[config.mk]
export PLATFORM = sky130hd
export DESIGN_NAME = pulse_speed_odometer
export DESIGN_NICKNAME = d
export VERILOG_FILES = /design/src/rtl/core/pso_pkg.sv /design/src/rtl/core/pulse_speed_odometer.sv /design/src/rtl/core/pso_div.sv
export VERILOG_INCLUDE_DIRS = /design/src /design/src/rtl/core
export SDC_FILE = /design/constraint.sdc
export NUM_CORES = 1
export LEC_CHECK = 0
export ABC_AREA = 0
export BUFFER_PORTS_ARGS = -buffer_cell sky130_fd_sc_hd__clkbuf_2
export CORE_UTILIZATION = 35
export CTS_CLUSTER_DIAMETER = 50
export DETAILED_ROUTE_END_ITERATION = 6
export HOLD_SLACK_MARGIN = 0.08
export PLACE_DENSITY_LB_ADDON = 0.2
export SYNTH_ARGS = -nofsm -noshare
export SYNTH_HDL_FRONTEND = slang
export SYNTH_HIERARCHICAL = 1
export SYNTH_SLANG_ARGS = --single-unit
[constraint.sdc]
create_clock -name clk_i -period 7.2 [get_ports clk_i]
set_clock_uncertainty 0.2 [all_clocks]
set_input_delay 0.36 -clock clk_i [delete_from_list [all_inputs] [get_ports clk_i]]
set_output_delay 0.36 -clock clk_i [all_outputs]
set_load 0.01 [all_outputs]
[src/rtl/core/pulse_speed_odometer_defines.svh]
// assertion macros for the pulse speed odometer
// used by rtl/core files that carry concurrent checks; clock clk_i, reset rst_ni
// empty bodies when SYNTHESIS is defined
`ifndef PULSE_SPEED_ODOMETER_DEFINES_SVH
`define PULSE_SPEED_ODOMETER_DEFINES_SVH

`ifndef SYNTHESIS
`define PSO_ASSERT(lbl, prop) \
  lbl: assert property (@(posedge clk_i) disable iff (!rst_ni) (prop)) \
    else $error("pso check failed");
`define PSO_ASSERT_NEVER(lbl, cond) \
  lbl: assert property (@(posedge clk_i) disable iff (!rst_ni) !(cond)) \
    else $error("pso forbidden condition");
`else
`define PSO_ASSERT(lbl, prop)
`define PSO_ASSERT_NEVER(lbl, cond)
`endif

`endif

[src/rtl/core/pso_pkg.sv]
// shared types and constants for the pulse speed odometer
// no dependencies; imported by pso_div, pulse_speed_odometer and the test files
`timescale 1ns / 1ps

package pso_pkg;

  localparam int unsigned DebW    = 16;
  localparam int unsigned TickW   = 10;
  localparam int unsigned WinW    = 16;
  localparam int unsigned PprW    = 10;
  localparam int unsigned UmW     = 20;
  localparam int unsigned TimeW   = 32;
  localparam int unsigned CntW    = 16;
  localparam int unsigned RpmW    = 16;
  localparam int unsigned DistW   = 48;
  localparam int unsigned CfgIdxW = 3;
  localparam int unsigned CfgW    = 20;
  localparam int unsigned InDataW = 8;
  localparam int unsigned OutDataW = 72;

  // rpm dividend is pulses * 60, fits in 22 bits
  localparam int unsigned DivNumW = 22;
  localparam int unsigned DivDenW = PprW;
  localparam int unsigned DivCntW = 5;

  localparam logic [DebW-1:0]  DebRst  = 16'd5;
  localparam logic [TickW-1:0] TickRst = 10'd10;
  localparam logic [WinW-1:0]  WinRst  = 16'd100;
  localparam logic [PprW-1:0]  PprRst  = 10'd20;
  localparam logic [UmW-1:0]   UmRst   = 20'd5105;

  localparam logic [CntW-1:0] CntMax = 16'hFFFF;
  localparam logic [RpmW-1:0] RpmMax = 16'hFFFF;

  typedef enum logic [CfgIdxW-1:0] {
    REG_DEBOUNCE = 3'd0,
    REG_TICK     = 3'd1,
    REG_WINDOW   = 3'd2,
    REG_PPR      = 3'd3,
    REG_UM       = 3'd4
  } pso_reg_e;

  typedef enum logic [2:0] {
    S_IDLE,
    S_EDGE,
    S_WIN,
    S_DIV,
    S_OUT
  } pso_state_e;

  typedef struct packed {
    logic busy;
    logic done;
  } pso_div_status_t;

endpackage

[src/rtl/core/pulse_speed_odometer.sv]
// pulse speed odometer: rpm and distance from a sampled encoder pin, one word per tick
// each tick word runs through the edge step, the window step, the serial divider on a
// window close with a nonzero ppr, and the output register; one tick at a time, so a new
// word is taken only after the last one has been handed to the output register
// reset (rst_ni, async low): registers to their defaults, all counters and odometer to zero
// depends on pso_pkg, pso_div and pulse_speed_odometer_defines.svh
`timescale 1ns / 1ps

`include "pulse_speed_odometer_defines.svh"

module pulse_speed_odometer (
  input  logic                          clk_i,
  input  logic                          rst_ni,
  // configuration write port
  input  logic                          cfg_we_i,
  input  logic [pso_pkg::CfgIdxW-1:0]   cfg_idx_i,
  input  logic [pso_pkg::CfgW-1:0]      cfg_wdata_i,
  // tick words in
  input  logic                          s_axis_tvalid_i,
  output logic                          s_axis_tready_o,
  input  logic [pso_pkg::InDataW-1:0]   s_axis_tdata_i,  // [0] pin_level, [7:1] zero
  // result words out
  output logic                          m_axis_tvalid_o,
  input  logic                          m_axis_tready_i,
  // [15:0] wheel_rpm, [63:16] distance_um, [64] edge_counted, [65] window_closed, [71:66] zero
  output logic [pso_pkg::OutDataW-1:0]  m_axis_tdata_o
);
  import pso_pkg::*;

  // configuration registers
  logic [DebW-1:0]  deb_q;
  logic [TickW-1:0] tick_q;
  logic [WinW-1:0]  win_q;
  logic [PprW-1:0]  ppr_q;
  logic [UmW-1:0]   um_q;

  // tracking state
  logic [TimeW-1:0] time_q;
  logic [TimeW-1:0] last_q;
  logic             prev_q;
  logic [CntW-1:0]  pulses_q;
  logic [CntW-1:0]  wtc_q;
  logic [RpmW-1:0]  rpm_q;
  logic [DistW-1:0] dist_q;

  // per-tick scratch
  logic level_q;
  logic edge_q;
  logic closed_q;

  // output register
  logic                m_valid_q;
  logic [OutDataW-1:0] m_data_q;

  pso_state_e state_q, state_d;

  // sequencer strobes
  logic in_acc;
  logic upd_edge;
  logic upd_win;
  logic div_start;
  logic rpm_load;
  logic out_load;
  logic out_free;

  // datapath
  logic [TimeW-1:0]   time_n;
  logic [TimeW-1:0]   elapsed;
  logic               edge_hit;
  logic [CntW-1:0]    wtc_n;
  logic               close_hit;
  logic [DivNumW-1:0] rpm_num;
  logic [DivNumW-1:0] quo;
  logic [RpmW-1:0]    quo_sat;

  pso_div_status_t div_st;

  assign time_n   = time_q + TimeW'(tick_q);
  assign elapsed  = time_n - last_q;
  assign edge_hit = (level_q != prev_q) && (elapsed >= TimeW'(deb_q));

  assign wtc_n     = wtc_q + 1'b1;
  assign close_hit = wtc_n >= win_q;

  // pulses * 60 as (p << 6) - (p << 2)
  assign rpm_num = (DivNumW'(pulses_q) << 6) - (DivNumW'(pulses_q) << 2);
  assign quo_sat = (|quo[DivNumW-1:RpmW]) ? RpmMax : quo[RpmW-1:0];

  assign out_free = !m_valid_q || m_axis_tready_i;
  assign in_acc   = s_axis_tvalid_i && s_axis_tready_o;

  pso_div u_div (
    .clk_i    (clk_i),
    .rst_ni   (rst_ni),
    .start_i  (div_start),
    .num_i    (rpm_num),
    .den_i    (ppr_q),
    .status_o (div_st),
    .quo_o    (quo)
  );

  always_ff @(posedge clk_i or negedge rst_ni) begin
    if (!rst_ni) begin
      state_q <= S_IDLE;
    end else begin
      state_q <= state_d;
    end
  end

  // sequencer: edge step, window step, optional divide, then hand off to the output word
  always_comb begin
    state_d         = state_q;
    s_axis_tready_o = 1'b0;
    upd_edge        = 1'b0;
    upd_win         = 1'b0;
    div_start       = 1'b0;
    rpm_load        = 1'b0;
    out_load        = 1'b0;
    unique case (state_q)
      S_IDLE: begin
        s_axis_tready_o = 1'b1;
        if (s_axis_tvalid_i) begin
          state_d = S_EDGE;
        end
      end
      S_EDGE: begin
        upd_edge = 1'b1;
        state_d  = S_WIN;
      end
      S_WIN: begin
        upd_win = 1'b1;
        // a zero divisor saturates directly without the divider
        if (close_hit && (ppr_q != '0)) begin
          div_start = 1'b1;
          state_d   = S_DIV;
        end else begin
          state_d = S_OUT;
        end
      end
      S_DIV: begin
        if (div_st.done) begin
          rpm_load = 1'b1;
          state_d  = S_OUT;
        end
      end
      S_OUT: begin
        if (out_free) begin
          out_load = 1'b1;
          state_d  = S_IDLE;
        end
      end
      default: begin
        state_d = S_IDLE;
      end
    endcase
  end

  // configuration and tracking registers
  always_ff @(posedge clk_i or negedge rst_ni) begin
    if (!rst_ni) begin
      deb_q    <= DebRst;
      tick_q   <= TickRst;
      win_q    <= WinRst;
      ppr_q    <= PprRst;
      um_q     <= UmRst;
      time_q   <= '0;
      last_q   <= '0;
      prev_q   <= 1'b0;
      pulses_q <= '0;
      wtc_q    <= '0;
      rpm_q    <= '0;
      dist_q   <= '0;
      edge_q   <= 1'b0;
      closed_q <= 1'b0;
    end else begin
      if (cfg_we_i) begin
        case (cfg_idx_i)
          REG_DEBOUNCE: deb_q  <= cfg_wdata_i[DebW-1:0];
          REG_TICK:     tick_q <= cfg_wdata_i[TickW-1:0];
          REG_WINDOW:   win_q  <= cfg_wdata_i[WinW-1:0];
          REG_PPR:      ppr_q  <= cfg_wdata_i[PprW-1:0];
          REG_UM:       um_q   <= cfg_wdata_i[UmW-1:0];
          default: ;
        endcase
      end
      if (upd_edge) begin
        time_q <= time_n;
        prev_q <= level_q;
        edge_q <= edge_hit;
        if (edge_hit) begin
          last_q <= time_n;
          dist_q <= dist_q + DistW'(um_q);
          if (pulses_q != CntMax) begin
            pulses_q <= pulses_q + 1'b1;
          end
        end
      end
      if (upd_win) begin
        closed_q <= close_hit;
        if (close_hit) begin
          // divider has captured the count, so the window restarts now
          pulses_q <= '0;
          wtc_q    <= '0;
          if (ppr_q == '0) begin
            rpm_q <= RpmMax;
          end
        end else begin
          wtc_q <= wtc_n;
        end
      end
      if (rpm_load) begin
        rpm_q <= quo_sat;
      end
    end
  end

  always_ff @(posedge clk_i) begin
    if (in_acc) begin
      level_q <= s_axis_tdata_i[0];
    end
  end

  // output word register, kept apart from the input side
  always_ff @(posedge clk_i or negedge rst_ni) begin
    if (!rst_ni) begin
      m_valid_q <= 1'b0;
    end else if (out_load) begin
      m_valid_q <= 1'b1;
    end else if (m_axis_tready_i) begin
      m_valid_q <= 1'b0;
    end
  end

  always_ff @(posedge clk_i) begin
    if (out_load) begin
      m_data_q <= {6'b0, closed_q, edge_q, dist_q, rpm_q};
    end
  end

  assign m_axis_tvalid_o = m_valid_q;
  assign m_axis_tdata_o  = m_data_q;

  // checks on the sequencer and datapath
  `PSO_ASSERT(a_done_in_div, div_st.done |-> (state_q == S_DIV))
  `PSO_ASSERT_NEVER(a_no_overwrite, out_load && m_valid_q && !m_axis_tready_i)
  `PSO_ASSERT(a_dist_on_edge, !$stable(dist_q) |-> $past(upd_edge && edge_hit))
  `PSO_ASSERT(a_close_clears, (upd_win && close_hit) |=> (pulses_q == '0 && wtc_q == '0))

endmodule

[src/rtl/core/pso_div.sv]
// restoring serial divider, one quotient bit per cycle
// depends on pso_pkg for widths and the status struct
`timescale 1ns / 1ps

module pso_div (
  input  logic                          clk_i,
  input  logic                          rst_ni,
  input  logic                          start_i,
  input  logic [pso_pkg::DivNumW-1:0]   num_i,
  input  logic [pso_pkg::DivDenW-1:0]   den_i,
  output pso_pkg::pso_div_status_t      status_o,
  output logic [pso_pkg::DivNumW-1:0]   quo_o
);
  import pso_pkg::*;

  logic [DivNumW-1:0] quo_q, quo_d;
  logic [DivDenW-1:0] rem_q, rem_d;
  logic [DivDenW-1:0] den_q, den_d;
  logic [DivCntW-1:0] cnt_q, cnt_d;
  logic               busy_q, busy_d;
  logic               done_q, done_d;
  logic [DivDenW:0]   trial;
  logic               fits;

  // remainder stays below the divisor, so it fits the divisor width
  assign trial = {rem_q, quo_q[DivNumW-1]};
  assign fits  = trial >= {1'b0, den_q};

  always_comb begin
    quo_d  = quo_q;
    rem_d  = rem_q;
    den_d  = den_q;
    cnt_d  = cnt_q;
    busy_d = busy_q;
    done_d = 1'b0;
    if (start_i) begin
      quo_d  = num_i;
      rem_d  = '0;
      den_d  = den_i;
      cnt_d  = DivCntW'(DivNumW - 1);
      busy_d = 1'b1;
    end else if (busy_q) begin
      rem_d = fits ? DivDenW'(trial - {1'b0, den_q}) : trial[DivDenW-1:0];
      quo_d = {quo_q[DivNumW-2:0], fits};
      cnt_d = cnt_q - 1'b1;
      if (cnt_q == '0) begin
        busy_d = 1'b0;
        done_d = 1'b1;
      end
    end
  end

  always_ff @(posedge clk_i or negedge rst_ni) begin
    if (!rst_ni) begin
      busy_q <= 1'b0;
      done_q <= 1'b0;
      cnt_q  <= '0;
    end else begin
      busy_q <= busy_d;
      done_q <= done_d;
      cnt_q  <= cnt_d;
    end
  end

  always_ff @(posedge clk_i) begin
    quo_q <= quo_d;
    rem_q <= rem_d;
    den_q <= den_d;
  end

  assign status_o.busy = busy_q;
  assign status_o.done = done_q;
  assign quo_o         = quo_q;

endmodule

==> results of run 1 <==
==> worst max-delay path, delay by kind of cell, from the launching register on <==
kind	cells	cell delay (ns)
xor+xnor	2	0.30
fa+ha+maj	4	1.13
buf+inv	1	0.15
flops	1	0.38
compound gates	16	3.35
simple gates	8	1.59
==> state kept, by name, indices dropped and copies added, names as in the netlist, 3 cells and up <==
signal	cells
state_q	3
wtc_q	16
m_axis_tdata_o	66
u_div/den_q	10
rpm_q	16
win_q	16
pulses_q	16
time_q	32
last_q	32
u_div/rem_q	10
tick_q	10
um_q	20
u_div/cnt_q	5
u_div/quo_o	22
ppr_q	10
dist_q	48
deb_q	16
==> metal layers <==
layer  share of wire (%)  up-vias  global-route usage (%)  routed length [um]
li1                    -     7069                       -                   -
met1                  46     6987                    21.5               21800
met2                  48      216                    28.1               23100
met3                 3.5       71                    2.83                1670
met4                 2.4        0                    5.01                1130
met5                   0        -                       0                   0
==> power by group through the flow <==
stage          logic [mW]  registers [mW]  clock network [mW]
6_report             4.72            2.75                2.35
5_1_grt              5.27            2.80                2.50
4_1_cts              4.46            2.75                2.41
3_5_place_dp         4.33            2.78                   0
3_3_place_gp         4.27            2.78                   0
2_1_floorplan        3.10            2.72                   0
==> through the flow <==
step | cell area, um^2 | setup WS (ns) | util (%) | std cells | setup TNS, ns
6_report | 23600 | -0.0324 | 42.8 | 2852 | -0.286
5_1_grt | 23600 | -0.361 | 42.8 | 2851 | -28.93
4_1_cts | 23200 | 0.00847 | 42.0 | 2837 | 0
2_1_floorplan | 19600 | 0.0716 | - | 1891 | 0
3_5_place_dp | 21300 | -0.371 | 38.5 | 2720 | -27.32
3_3_place_gp | 21300 | -0.245 | 38.5 | 2720 | -15.65
==> what timing repair did <==
action / 4_1_cts / 5_1_grt
resized for setup: 8 / 75
hold buffers: 24 / 0
endpoints found under the hold margin: 161 / 0
pin swaps: 12 / 37
setup buffers: 5 / 8
gates cloned: 1 / 6
setup endpoints to repair: 97 / 97
==> worst max-delay path by stage <==
stage | from | endpoint | slack, ns | cells after the start
global placement | tick_q[0]$_DFFE_PN0P_ | dist_q[25]$_DFFE_PN0P_ | -0.25 | 31
floorplan | tick_q[0]$_DFFE_PN0P_ | pulses_q[1]$_DFF_PN0_ | 0.07 | 31
detailed placement | tick_q[0]$_DFFE_PN0P_ | dist_q[25]$_DFFE_PN0P_ | -0.37 | 31
finish | time_q[0]$_DFFE_PN0P_ | dist_q[34]$_DFFE_PN0P_ | -0.03 | 31
CTS | tick_q[0]$_DFFE_PN0P_ | dist_q[25]$_DFFE_PN0P_ | 0.008 | 31
global route | time_q[0]$_DFFE_PN0P_ | dist_q[34]$_DFFE_PN0P_ | -0.36 | 31
==> cell type report <==
class,instances,area [um^2],share of cell area (%)
Clock inverter,25,265,1.12
Antenna cell,1,2.50,0.0106
Clock buffer,62,1320,5.56
Inverter,107,402,1.70
Sequential cell,355,9350,39.6
Timing Repair Buffer,195,1520,6.43
Tap cell,748,936,3.96
Multi-Input combinational cell,1359,9840,41.6
==> qor.yml, run 1 <==
status: "complete, but fails checks"
violations: "setup timing"
rsz0062_at_grt: "yes"
worstPathArrival_ns: 7.48
wl_mm: 47.6
seq_power_share_pct: 28.0
layout_commonest_cell: "dfrtp_1"
antenna_found_initial: 2
die_area_um2: 57000
worst_pin_slew_ns: 1.34
clkPwrFrac_pct: 23.9
cellLeakagePower_nw: 10.6
reg2reg_from: "time_q[0]$_DFFE_PN0P_"
n_fill_cell: 5324
gr-total-overflow: 0
cts_sinks: 355
initial_utilization_pct: 35.5
slew_viol_final: 0
drt_iter0_drc: 792
crit_path_end_kind: "register"
grt_max_degree: 138
netlist_area_um2: 19600
intPower_mw: 6.09
htreeDepth: 2
layout_min_cycle_time_ns: 7.23
pin_count: 110
critical-path-max-stage-delay_ns: 0.61
powerDensity_nw_per_um2: 416
swShare_pct: 38.0
hold_viol: 0
vias: 14300
cap_violations: 0
crit_type: "register to register"
syn_inst: 1884
cp.required_ns: 7.45
cts-buffers-inserted: 47
maxSlewHeadroom_pct: 10.7
post_drt_wl_per_cell_um: 16.7
clock_latency_ns: 0.57
r2r_cells: 31
hold_path_class: "input port to asynchronous set/reset pin"
max-clock-path-buffers: 3
die_h_um: 239
crit_fanout: 6
final_antenna_net_count: 0
final_cell_mix: "dfrtp_1 (229), nand2_1 (200), ha_1 (118)"
avgViaCountPerCell: 5.03
pwr-share-comb_pct: 48.1
grt.total_usage_pct: 16.6
cts_tree: "done"
p_switching_mw: 3.74
dp_hpwl_mm: 33.0
grt_pass1_wl_mm: 75.6
vdd_drop_max_mv: 0.223
portBuffers: 96
drc: 0
finalPower_mw: 9.83
core_area_um2: 55200
reg2reg_slack_ns: -0.03
place_congestion: 0.828
rows: 86
die_x_um: 239
ys_warn_count: 6
fin_crit_sh_pct: 100
root_buffer: "clkbuf_16"
finalSetupViolCount: 18
hold_ws_ns: 0.217
path_clk_slew_ns: 0.06
grt_pass1_vias: 14300
syn2layout_area_growth_pct: 20.5
max_freq_mhz: 138
setup_ws_ns: -0.0324
dr.pass1.iters: 4
drive_gt1_share_pct: 20.2
final_nets: 2225
worst_r2r_endpoint: "dist_q[34]$_DFFE_PN0P_"
critPathSlowestCell: "or4_4"
cp-start-kind: "register"
syn_area_per_cell_um2: 10.4
Note: power is estimated with default switching activity, not from simulation.
==> run 2, diff against run 1 <==
Settings changed: BUFFER_PORTS_ARGS -buffer_cell sky130_fd_sc_hd__clkbuf_2 to not set, DONT_BUFFER_PORTS set to 1.
==> run 2 against run 1 <==
Compared with the run above: the flow now finishes without violations; sequential cell count is the same; die area is the same; global-route usage grew 0.067 points; maximum frequency grew 2.0%; critical endpoint is now dist_q[10]$_DFFE_PN0P_; highest routed layer is now met5.
==> qor.yml, run 2 (synthesis results as in run 1) <==
max_freq_mhz: 141
hold_ws_ns: 0.122
wl_mm: 47.3
layout_min_cycle_time_ns: 7.09
cellLeakagePower_nw: 10.3
max-clock-path-buffers: 3
cts_sinks: 355
portBuffers: 0
rows: 86
place_inst: 2629
finalPower_mw: 9.81
place_congestion: 0.804
die_h_um: 239
reg2reg_slack_ns: 0.11
hold_path_class: "input port to register"
clock_latency_ns: 0.57
grt_max_degree: 247
dp_hpwl_mm: 32.5
drc: 0
path_clk_slew_ns: 0.06
fin_crit_sh_pct: 98.5
multi_input_area_um2: 9820
final_nets: 2140
r2r_cells: 30
slew_viol_final: 0
cts-buffers-inserted: 45
avgViaCountPerCell: 5.07
antenna_found_initial: 2
n_fill_cell: 5322
crit_path_end_kind: "register"
gr-total-overflow: 0
root_buffer: "clkbuf_16"
crit_type: "register to register"
dr.pass1.iters: 5
grt_pass1_wl_mm: 75.6
cap_violations: 0
maxSlewHeadroom_pct: 13.4
hp-start: "cfg_idx_i[1]"
path_delay_family: "compound AO/OA/AOI/OAI gates"
drt_iter0_drc: 695
n_antenna_cell: 0
stdcell_count: 2764
reg2reg_from: "time_q[0]$_DFFE_PN0P_"
layout.area.seq_um2: 9350
core_area_um2: 55200
crit_fanout: 7
finalSetupViolCount: 0
pin_count: 110
drive_gt1_share_pct: 15.8
cp-start-kind: "register"
powerDensity_nw_per_um2: 422
htreeDepth: 2
status: "finished clean"
grt.total_usage_pct: 16.6
critPathSlowestCell: "or4_4"
vias: 14000
grt_pass1_vias: 14000
final_core_util_pct: 42.1
layout_commonest_cell: "dfrtp_1"
vdd_drop_max_mv: 0.252
worst_pin_slew_ns: 1.30
critical-path-max-stage-delay_ns: 0.60
worstPathArrival_ns: 7.34
cts_tree: "done"
final_antenna_net_count: 0
hold_viol: 0
hold_end: "um_q[2]$_DFFE_PN0P_"
post_drt_wl_per_cell_um: 17.1
cp.required_ns: 7.45
initial_utilization_pct: 35.5
rsz0062_at_grt: "yes"
worst_r2r_endpoint: "dist_q[10]$_DFFE_PN0P_"
largest_reg_flops: 66
die_x_um: 239
setup_ws_ns: 0.111
die_area_um2: 57000
final_cell_mix: "dfrtp_1 (229), nand2_1 (197), ha_1 (118)"
syn2layout_area_growth_pct: 18.5
hold_depth: 3
pre_cts_slack_ns: -0.475
path_buf_inv: 1
## run 2: worst max path at each step
stage / startpoint / end / slack [ns] / cells after the start
CTS: tick_q[0]$_DFFE_PN0P_ / dist_q[25]$_DFFE_PN0P_ / 0.01 / 31
global route: time_q[0]$_DFFE_PN0P_ / pulses_q[11]$_DFF_PN0_ / -0.22 / 30
global placement: tick_q[0]$_DFFE_PN0P_ / dist_q[17]$_DFFE_PN0P_ / -0.30 / 30
floorplan: tick_q[0]$_DFFE_PN0P_ / pulses_q[1]$_DFF_PN0_ / 0.07 / 31
finish: time_q[0]$_DFFE_PN0P_ / dist_q[10]$_DFFE_PN0P_ / 0.11 / 30
detailed placement: tick_q[0]$_DFFE_PN0P_ / dist_q[18]$_DFFE_PN0P_ / -0.48 / 30
## run 2: routing by layer
layer | track usage [%] | vias up | part of all wire [%]
li1 | - | 6910 | -
met3 | 3.09 | 64 | 3.4
met5 | 0 | - | 0.042
met2 | 28.4 | 173 | 49
met1 | 21.6 | 6855 | 46
met4 | 4.18 | 4 | 1.9
## run 2: timing repair
action | in CTS | in global routing
endpoints found under the setup margin | 97 | 97
hold endpoints to repair | 323 | 0
pin swaps | 8 | 33
setup buffers | 0 | 6
gates resized for setup | 13 | 63
cloned | 3 | 5
hold buffers | 37 | 0
## run 2: metrics by stage
stage	cell area [um^2]	setup TNS (ns)
floorplan	19600	0
finish	23200	0
global placement	20800	-19.51
CTS	22800	0
global route	23200	-14.35
detailed placement	20800	-35.49
## run 2: layout make-up
type	instances	share of cell area, %
clock buffer	55	5.28
sequential	355	40.2
tap	748	4.03
inverter	107	1.73
clock inverter	28	1.51
multi-input combinational	1359	42.3
timing repair buffer	112	4.95
## run 2: worst min-delay path, cell delays in order
cell and delay, ns:
nor3_2 0.02, buf_4 0.21, mux2_2 0.25
## run 2: where the power goes
group / total, mW / internal (mW) / switching (mW)
combinational: 4.62 / 2.12 / 2.50
clock: 2.38 / 1.47 / 0.910
sequential: 2.80 / 2.49 / 0.312
total: 9.81 / 6.08 / 3.72
==> run 3, diff against run 2 <==
Settings changed: CORE_UTILIZATION 35 to 40.
==> run 3 against run 2 <==
Compared with the run above: final cell count decreased by 5.2%; utilization increased by 5.6 points; largest cell class unchanged; critical path depth unchanged; sequential power about the same; first-iteration DRC count increased by 3.0%; critical path type unchanged; final area decreased by 1.3%; largest power group unchanged; combinational power decreased by 5.0%; worst setup slack improved by 0.17 ns; die area decreased by 12%; maximum frequency increased by 2.4%.
==> qor.yml, run 3 (synthesis results as in run 1) <==
status: "finished clean"
clock_latency_ns: 0.57
largest_reg_flops: 66
gr-total-overflow: 0
layout_commonest_cell: "dfrtp_1"
reg2reg_slack_ns: 0.28
finalSetupViolCount: 0
cts-buffers-inserted: 48
rsz0062_at_grt: "yes"
hold_path_class: "input port to register"
grt_max_degree: 247
setup.worst_path.start: "time_q[0]$_DFFE_PN0P_"
wl_mm: 44.9
vdd_drop_max_mv: 0.214
cts_sinks: 355
core_area_um2: 48000
die_x_um: 223
cts_tree: "done"
drt_iter0_drc: 716
drive_gt1_share_pct: 15.1
cp-start-kind: "register"
drc: 0
max-clock-path-buffers: 3
dr.pass1.iters: 7
syn2layout_area_growth_pct: 16.9
die_h_um: 223
n_antenna_cell: 0
post_drt_wl_per_cell_um: 17.1
maxSlewHeadroom_pct: 23.6
fin_crit_sh_pct: 96.1
final_antenna_net_count: 0
avgViaCountPerCell: 5.35
critical-path-max-stage-delay_ns: 0.54
powerDensity_nw_per_um2: 415
slew_viol_final: 0
portBuffers: 0
grt.total_usage_pct: 18.1
die_area_um2: 49900
cap_violations: 0
pin_count: 110
layout_min_cycle_time_ns: 6.92
grt_pass1_vias: 13700
root_buffer: "clkbuf_16"
r2r_cells: 30
final_cell_mix: "dfrtp_1 (229), nand2_1 (202), ha_1 (118)"
worst_pin_slew_ns: 1.15
initial_utilization_pct: 40.8
cp.required_ns: 7.44
crit_path_end: "dist_q[3]$_DFFE_PN0P_"
worst_r2r_endpoint: "dist_q[3]$_DFFE_PN0P_"
crit_path_end_kind: "register"
htreeDepth: 2
critPathSlowestCell: "or4_4"
reg2reg_from: "time_q[0]$_DFFE_PN0P_"
path_clk_slew_ns: 0.06
vias: 14000
max_freq_mhz: 144
antenna_found_initial: 1
rows: 80
setup_ws_ns: 0.279
hold_viol: 0
finalPower_mw: 9.51
dp_hpwl_mm: 30.8
place_congestion: 0.844
grt_pass1_wl_mm: 73.1
crit_type: "register to register"
pre_cts_slack_ns: -0.306
final_nets: 2126
crit_fanout: 14
cellLeakagePower_nw: 10.1
worstPathArrival_ns: 7.16
-- run 3: where the power goes --
group	switching [mW]	internal [mW]	leakage, nW
logic	2.38	2.02	5.22
registers	0.305	2.49	4.17
clock network	0.917	1.41	0.752
total	3.60	5.91	10.1
-- run 3: cell type report --
class	count	area, um^2
clock buffers	65	1330
clock inverters	23	228
fillers	4408	25100
inverters	107	402
multi-input cells	1357	9830
flip-flops and latches	355	9350
well taps	615	769
repair buffers	97	1010
-- run 3: worst min path at each step --
stage / from / to / slack [ns] / depth (start not counted)
after detailed placement: rst_ni / win_q[3]$_DFFE_PN0P_ / -0.12 / 0
after global placement: rst_ni / win_q[3]$_DFFE_PN0P_ / -0.12 / 0
after floorplan: rst_ni / closed_q$_DFFE_PN0N_ / -0.14 / 0
final: cfg_idx_i[2] / um_q[1]$_DFFE_PN0P_ / 0.11 / 4
after global routing: cfg_idx_i[2] / um_q[1]$_DFFE_PN0P_ / 0.16 / 5
after CTS: cfg_idx_i[2] / um_q[1]$_DFFE_PN0P_ / 0.08 / 4
-- run 3: layer usage --
metal | track usage (%) | vias to the layer above | part of all wire (%)
met4 | 4.93 | 2 | 2.2
met3 | 2.82 | 82 | 3.3
li1 | - | 6893 | -
met5 | 0 | - | 0.029
met2 | 30.2 | 223 | 48
met1 | 24.4 | 6812 | 47
-- run 3: repair_timing --
action / CTS / global route
endpoints found under the hold margin: 323 / 0
resized for setup: 8 / 70
hold buffers: 38 / 0
buffers inserted: 0 / 5
gates cloned: 0 / 3
pin swaps: 9 / 35
endpoints found under the setup margin: 97 / 97
-- run 3: critical path, delay by kind of cell (launching register included) --
family                   cells  cell delay [ns]
XOR/XNOR                     1             0.13
buffers and inverters        1             0.22
flip-flops                   1             0.38
multiplexers                 1             0.32
AND/OR/NAND/NOR              7             1.31
AO/OA/AOI/OAI               16             3.19
adder cells (fa/ha/maj)      4             1.04
-- run 3: metrics by stage --
stage               instance area (um^2)  util [%]  hold slack, ns  instances  TNS, ns
floorplan                          19600         -          -0.136       1891        0
global placement                   20500      42.7          -0.117       2484   -10.37
detailed placement                 20500      42.7          -0.117       2484   -18.34
CTS                                22500      46.9          0.0847       2610        0
global route                       22900      47.7           0.160       2619    -8.66
finish                             22900      47.7           0.111       2619        0
